## src/design/crtc_pkg.sv

```systemverilog
// ----------------------------------------------------------------------------
// rtc register package
// field widths, register codes, time constants and small helpers
// ----------------------------------------------------------------------------
`timescale 1ns / 1ps

package crtc_pkg;

	// stream payload widths
	localparam int IN_TDATA_W  = 40;
	localparam int IN_TUSER_W  = 5;
	localparam int OUT_TDATA_W = 8;

	// request kinds
	localparam logic ACT_READ  = 1'b0;
	localparam logic ACT_WRITE = 1'b1;

	// register numbers
	localparam logic [3:0] REG_SEC    = 4'd8;
	localparam logic [3:0] REG_MIN    = 4'd9;
	localparam logic [3:0] REG_HOUR   = 4'd10;
	localparam logic [3:0] REG_DAY_LO = 4'd11;
	localparam logic [3:0] REG_DAY_HI = 4'd12;

	// seconds per unit
	localparam logic [31:0] SECS_PER_MIN   = 32'd60;
	localparam logic [31:0] SECS_PER_HOUR  = 32'd3600;
	localparam logic [31:0] SECS_PER_DAY   = 32'd86400;
	localparam logic [31:0] SECS_PER_EPOCH = 32'd22118400;

	// reciprocals for exact floor division of 32-bit values
	localparam logic [31:0] RECIP_60       = 32'h8888_8889;
	localparam int          RECIP_60_SHIFT = 37;
	localparam logic [31:0] RECIP_3        = 32'hAAAA_AAAB;
	localparam int          RECIP_3_SHIFT  = 33;

	// quotient widths
	localparam int Q60_W    = 27;
	localparam int Q3600_W  = 21;
	localparam int Q86400_W = 16;

	// byte mod 60 by restoring steps
	function automatic logic [7:0] mod60_byte(input logic [7:0] d);
		logic [7:0] r;
		r = d;
		if (r >= 8'd240) r = r - 8'd240;
		if (r >= 8'd120) r = r - 8'd120;
		if (r >= 8'd60)  r = r - 8'd60;
		return r;
	endfunction

	// byte mod 24 by restoring steps
	function automatic logic [7:0] mod24_byte(input logic [7:0] d);
		logic [7:0] r;
		r = d;
		if (r >= 8'd192) r = r - 8'd192;
		if (r >= 8'd96)  r = r - 8'd96;
		if (r >= 8'd48)  r = r - 8'd48;
		if (r >= 8'd24)  r = r - 8'd24;
		return r;
	endfunction

endpackage

```

## src/design/cartridge_rtc_registers_top.sv

```systemverilog
// ----------------------------------------------------------------------------
// cartridge rtc registers
// Clock register file for an emulated cartridge. Each request carries the
// host second count; the block keeps one 32-bit offset and decodes seconds,
// minutes, hours and a 9-bit day count from now minus offset. A read of
// registers 8 to 12 returns that field, any other register reads 0, and a
// write returns 0 and moves the offset so the written field takes effect.
// Requests pass a five-register chain (input, three divide stages, output):
// reads are taken one per cycle while the output is not stalled and no write is
// in flight; a write holds s_tready low until it reaches the output register,
// so the next request enters only after that. The stall exists because the
// offset feeds back around the divide-by-60/60/24 chain. Reset clears the
// offset to zero.
// ----------------------------------------------------------------------------
`timescale 1ns / 1ps

module cartridge_rtc_registers_top (
	input  logic                             clk,
	input  logic                             arst_n,
	input  logic                             s_tvalid,
	output logic                             s_tready,
	input  logic [crtc_pkg::IN_TDATA_W-1:0]  s_tdata,  // write_data, now_seconds
	input  logic [crtc_pkg::IN_TUSER_W-1:0]  s_tuser,  // action, reg_select
	output logic                             m_tvalid,
	input  logic                             m_tready,
	output logic [crtc_pkg::OUT_TDATA_W-1:0] m_tdata   // read_data
);
	import crtc_pkg::*;

	// stage occupancy and flow
	logic v_s1, v_s2, v_s3, v_s4;
	logic free_out, free_4, free_3, free_2, free_1;
	logic write_busy;

	// stage 1: captured request
	logic        act_s1;
	logic [3:0]  sel_s1;
	logic [7:0]  data_s1;
	logic [31:0] now_s1;

	// stage 2: elapsed low bits and minutes quotient
	logic             act_s2;
	logic [3:0]       sel_s2;
	logic [7:0]       wval_s2;
	logic [7:0]       e_lo_s2;
	logic [Q60_W-1:0] q60_s2;

	// stage 3: seconds and hours quotient
	logic               act_s3;
	logic [3:0]         sel_s3;
	logic [7:0]         wval_s3;
	logic [5:0]         sec_s3;
	logic [7:0]         q60_lo_s3;
	logic [Q3600_W-1:0] q3600_s3;

	// stage 4: minutes and days quotient
	logic                act_s4;
	logic [3:0]          sel_s4;
	logic [7:0]          wval_s4;
	logic [5:0]          sec_s4;
	logic [5:0]          min_s4;
	logic [7:0]          q3600_lo_s4;
	logic [Q86400_W-1:0] q86400_s4;

	// output and state
	logic        m_tvalid_q;
	logic [7:0]  m_tdata_q;
	logic [31:0] offset_q;

	// combinational stage results
	logic [31:0] elapsed;
	logic [63:0] prod60_a, prod60_b, prod3;
	logic [7:0]  wval_c;
	logic [7:0]  sec_full, min_full, hr_full;
	logic [4:0]  hr_c;
	logic [7:0]  epoch_c;
	logic [7:0]  rd_c;
	logic [31:0] delta_c;

	// flow control: a stage takes the next item when empty or draining
	assign free_out   = !m_tvalid_q || m_tready;
	assign free_4     = !v_s4 || free_out;
	assign free_3     = !v_s3 || free_4;
	assign free_2     = !v_s2 || free_3;
	assign free_1     = !v_s1 || free_2;
	assign write_busy = (v_s1 && act_s1 == ACT_WRITE) || (v_s2 && act_s2 == ACT_WRITE)
		|| (v_s3 && act_s3 == ACT_WRITE) || (v_s4 && act_s4 == ACT_WRITE);
	assign s_tready   = free_1 && !write_busy;

	assign m_tvalid = m_tvalid_q;
	assign m_tdata  = m_tdata_q;

	// elapsed time, first quotient and write value reduction
	always_comb begin
		elapsed  = now_s1 - offset_q;
		prod60_a = 64'(elapsed) * 64'(RECIP_60);
		case (sel_s1)
			REG_SEC, REG_MIN: wval_c = mod60_byte(data_s1);
			REG_HOUR:         wval_c = mod24_byte(data_s1);
			REG_DAY_HI:       wval_c = {7'd0, data_s1[0]};
			default:          wval_c = data_s1;
		endcase
	end

	// hours quotient and seconds remainder
	always_comb begin
		prod60_b = 64'(q60_s2) * 64'(RECIP_60);
		sec_full = e_lo_s2 - 8'(q60_s2[7:0] * 8'd60);
	end

	// days quotient and minutes remainder
	always_comb begin
		prod3    = 64'(q3600_s3[Q3600_W-1:3]) * 64'(RECIP_3);
		min_full = q60_lo_s3 - 8'(q3600_s3[7:0] * 8'd60);
	end

	// hours remainder, read select and offset correction
	always_comb begin
		hr_full = q3600_lo_s4 - 8'(q86400_s4[7:0] * 8'd24);
		hr_c    = hr_full[4:0];
		epoch_c = q86400_s4[15:8];
		case (sel_s4)
			REG_SEC:    rd_c = {2'd0, sec_s4};
			REG_MIN:    rd_c = {2'd0, min_s4};
			REG_HOUR:   rd_c = {3'd0, hr_c};
			REG_DAY_LO: rd_c = q86400_s4[7:0];
			REG_DAY_HI: rd_c = {7'd0, q86400_s4[8]};
			default:    rd_c = 8'd0;
		endcase
		// offset moves by old field minus new field, in seconds
		case (sel_s4)
			REG_SEC:    delta_c = 32'(sec_s4) - 32'(wval_s4);
			REG_MIN:    delta_c = 32'(min_s4) * SECS_PER_MIN - 32'(wval_s4) * SECS_PER_MIN;
			REG_HOUR:   delta_c = 32'(hr_c) * SECS_PER_HOUR - 32'(wval_s4) * SECS_PER_HOUR;
			REG_DAY_LO: delta_c = 32'(q86400_s4[7:0]) * SECS_PER_DAY
				- 32'(wval_s4) * SECS_PER_DAY;
			REG_DAY_HI: delta_c = 32'(epoch_c) * SECS_PER_EPOCH
				- 32'(wval_s4) * SECS_PER_EPOCH;
			default:    delta_c = 32'd0;
		endcase
	end

	// valid bits, output valid and offset
	always_ff @(posedge clk or negedge arst_n) begin
		if (!arst_n) begin
			v_s1       <= 1'b0;
			v_s2       <= 1'b0;
			v_s3       <= 1'b0;
			v_s4       <= 1'b0;
			m_tvalid_q <= 1'b0;
			offset_q   <= 32'd0;
		end else begin
			if (free_1) v_s1 <= s_tvalid && !write_busy;
			if (free_2) v_s2 <= v_s1;
			if (free_3) v_s3 <= v_s2;
			if (free_4) v_s4 <= v_s3;
			if (free_out) begin
				m_tvalid_q <= v_s4;
				if (v_s4 && act_s4 == ACT_WRITE) offset_q <= offset_q + delta_c;
			end
		end
	end

	// stage payloads
	always_ff @(posedge clk) begin
		if (free_1) begin
			act_s1  <= s_tuser[0];
			sel_s1  <= s_tuser[4:1];
			data_s1 <= s_tdata[7:0];
			now_s1  <= s_tdata[39:8];
		end
		if (free_2) begin
			act_s2  <= act_s1;
			sel_s2  <= sel_s1;
			wval_s2 <= wval_c;
			e_lo_s2 <= elapsed[7:0];
			q60_s2  <= prod60_a[RECIP_60_SHIFT +: Q60_W];
		end
		if (free_3) begin
			act_s3    <= act_s2;
			sel_s3    <= sel_s2;
			wval_s3   <= wval_s2;
			sec_s3    <= sec_full[5:0];
			q60_lo_s3 <= q60_s2[7:0];
			q3600_s3  <= prod60_b[RECIP_60_SHIFT +: Q3600_W];
		end
		if (free_4) begin
			act_s4      <= act_s3;
			sel_s4      <= sel_s3;
			wval_s4     <= wval_s3;
			sec_s4      <= sec_s3;
			min_s4      <= min_full[5:0];
			q3600_lo_s4 <= q3600_s3[7:0];
			q86400_s4   <= prod3[RECIP_3_SHIFT +: Q86400_W];
		end
		if (free_out) begin
			m_tdata_q <= (act_s4 == ACT_WRITE) ? 8'd0 : rd_c;
		end
	end

endmodule

```

## config.mk

```make
export PLATFORM = sky130hd
export DESIGN_NAME = cartridge_rtc_registers_top
export DESIGN_NICKNAME = d
export VERILOG_FILES = /design/src/design/crtc_pkg.sv /design/src/design/cartridge_rtc_registers_top.sv
export SDC_FILE = /design/constraint.sdc
export NUM_CORES = 2
export LEC_CHECK = 0
export ABC_AREA = 1
export BUFFER_PORTS_ARGS = -buffer_cell sky130_fd_sc_hd__buf_2
export CAP_MARGIN = 20
export CORE_MARGIN = 2
export CORE_UTILIZATION = 40
export DETAILED_ROUTE_END_ITERATION = 7
export SLEW_MARGIN = 20
export SYNTH_ARGS = -nofsm -noshare
export SYNTH_HDL_FRONTEND = slang
export SYNTH_SLANG_ARGS = --single-unit
```

## constraint.sdc

```tcl
create_clock -name clk -period 17.3 [get_ports clk]
set_clock_uncertainty 0.15 [all_clocks]
set_input_delay 1.73 -clock clk [delete_from_list [all_inputs] [get_ports clk]]
set_output_delay 1.73 -clock clk [all_outputs]
set_load 0.005 [all_outputs]
```

==> reports/results.ini <==
[clock_network]
cts_tree = yes
htreeDepth = 1
cts_buffer_depth = 3
cts.sinks = 228
cts_setup_buffers = 0
cts.repair.resized = 0
clkTransAtPathRegs_ns = 0.06
root_buffer = clkbuf_16
clkLatencyLatePin_ns = 0.60
cts_buffers = 28
holdBufCountCts = 0

[yosys]
synth_edf_count = 191
synth_area_um2 = 43910
netlist_instances = 5169
ys.flop_type = edfxtp_1
ys_ff_latch = 228
synth_fp_nets = 6611
synth_cell_types = 55
synth_warnings = 0
yosys-top-cells-area = ha_1 27%, fa_1 20%, edfxtp_1 13%
yosysTopAreaCell = ha_1
yosysSeqAreaShare = 0.1517
synth_top_area_share = 0.2750
ys_async_sr_fraction = 0.1623
avgSynthCellArea_um2 = 8.495

[sta]
hold_viol = 0
fin_crit_ns = 8.520
hold_slack_ns = 0.2618
max_clock_freq_mhz = 117.4
layout_setup_ws_ns = 8.780
slew_viol_final = 0
rsz0062_at_grt = no
period_share = 0.4925
tns_ns = 0
worstMarginPinSlew_ns = 1.029
slew_headroom = 0.3087
final-setup-viol-count = 0

[worst_setup_path]
cp_data_arrival_time_ns = 8.72
crit_path_end_kind = flop
cp_common_cell = inv_1
critical_path_class = flop to flop
cp-start-kind = flop
cpPeakStageDelay_ns = 0.69
rr_worst_depth = 31
crit_required_ns = 17.50
cp_max_fo = 6
slowest_stage = xor2_1

[floorplanning]
die_height_um = 335.3
ioPinCount = 59
initial_core_util = 0.4034
core_um2 = 108900
dieArea_um2 = 112400
die-width_um = 335.3
rows = 121

[grt]
antenna_found_initial = 11
grt_pass1_vias = 35675
grt_max_degree = 49
grt_pass1_wl_mm = 198.5
grt_util_met1 = 0.3111
met2_usage = 0.3696
grt_util_met3 = 0.02414
busiest_layer = met2
grt_util_all_layers = 0.2261
grt-ovfl-total = 0

[routing]
drcViolationCount = 0
vias = 35321
wl_per_cell_um = 18.79
viasPerCell = 5.262
wl_mm = 126.2
first_pass_iters = 6
drtIter0Drc = 2294
drt.antenna.violating_nets = 0

[cells_and_area]
final_cell_mix = 1055 x inv_1, 965 x ha_1, 692 x nand2_1, 436 x a21oi_1, 428 x fa_1
layout_commonest_cell = inv_1
syn_to_final_growth_pct = 7.295
nFillCells = 10895
layout-drive-gt1-share = 0.03308
nNetsFinal = 6710

[status]
status = completed

[hold_path]
holdPathStages = 0
hold_class = flop to flop

[placement]
dp_slack_ns = 8.809
hpwl_mm = 111.9
portBuffers = 58
place_congestion = 0.9731

[job]
max_cap_violations = 0

worst max-delay path: cells and delay by family (launching register included):
kind / cells / cell delay (ns)
buf+inv: 8 / 0.63
flops: 1 / 0.36
compound gates: 5 / 1.15
simple gates: 8 / 1.57
fa+ha+maj: 8 / 3.63
xor+xnor: 2 / 0.78
cells by family (layout without fill, tap and decap cells):
kind of cell,after synthesis,after routing,synth area share
compound gates,925,925,0.1177
other cells,0,8,0
buf+inv,1075,1196,0.09190
fa+ha+maj,1393,1393,0.4701
xor+xnor,201,201,0.04052
simple gates,1347,1347,0.1281
flops,228,228,0.1517
cell type report:
cell class / count / area [um2] / share of cell area
multi-input cells: 3866 / 33210 / 0.7050
diodes: 8 / 20.02 / 0.0004249
repair buffers: 80 / 457.9 / 0.009720
inverters: 1064 / 3994 / 0.08477
clock inverters: 18 / 250.2 / 0.005312
flip-flops and latches: 228 / 6661 / 0.1414
clock buffers: 34 / 744.5 / 0.01580
well taps: 1414 / 1769 / 0.03755
worst paths after layout:
| path | from | slack [ns] | endpoint |
|---|---|---|---|
| min reg2reg | q60_lo_s3[0] | 0.26 | min_s4[0] |
| max | offset_q[2] | 8.78 | q60_s2[19] |
| min in group asynchronous | arst_n | 1.00 | offset_q[0] |
| min | q60_lo_s3[0] | 0.26 | min_s4[0] |
| max reg2reg | offset_q[2] | 8.78 | q60_s2[19] |
| max in group asynchronous | arst_n | 15.55 | offset_q[23] |
Yosys cell counts, drive strengths merged, types with 2 or more instances:
| cell type | instances |
|---|---|
| inv | 1061 |
| a2111oi | 2 |
| nand2 | 705 |
| a21oi | 436 |
| or2 | 15 |
| nand3 | 147 |
| a21o | 19 |
| ha | 965 |
| o41ai | 2 |
| clkinv | 3 |
| o221ai | 6 |
| o31ai | 14 |
| fa | 428 |
| edfxtp | 191 |
| clkbuf | 11 |
| a221oi | 8 |
| xnor2 | 70 |
| dfrtp | 37 |
| o21a | 28 |
| o2111ai | 12 |
| o21bai | 22 |
| o211a | 2 |
| a31oi | 54 |
| a22o | 2 |
| nor2 | 355 |
| and2 | 3 |
| o211ai | 20 |
| o22ai | 10 |
| a211oi | 5 |
| a221o | 2 |
| nor3 | 54 |
| nand3b | 10 |
| a21boi | 7 |
| xor2 | 131 |
| o21ai | 268 |
| nor4 | 20 |
| and3 | 4 |
| nand4 | 33 |
state kept, by name, summed over array words and instances, names as in the netlist, 8 cells and up:
register	flops
m_tdata	8
q60_s2	27
now_s1	32
q86400_s4	16
q3600_s3	21
wval_s3	8
offset_q	32
wval_s2	8
data_s1	8
wval_s4	8
layer usage:
layer | up-vias | routed length, um
met5 | - | 0
met4 | 0 | 4211
met3 | 166 | 6610
met2 | 914 | 57640
met1 | 16871 | 57680
li1 | 17370 | -
through the flow:
step / instances / util / area, um2
after detailed placement: 6651 / 0.4234 / 46090
after floorplan: 5169 / - / 43910
after global placement: 6651 / 0.4234 / 46090
final: 6712 / 0.4328 / 47110
after CTS: 6703 / 0.4325 / 47080
after global routing: 6712 / 0.4328 / 47110
Power is left out: the tool's default activity adds up to more than one toggle a clock period on the data nets, which glitch-free logic cannot reach.
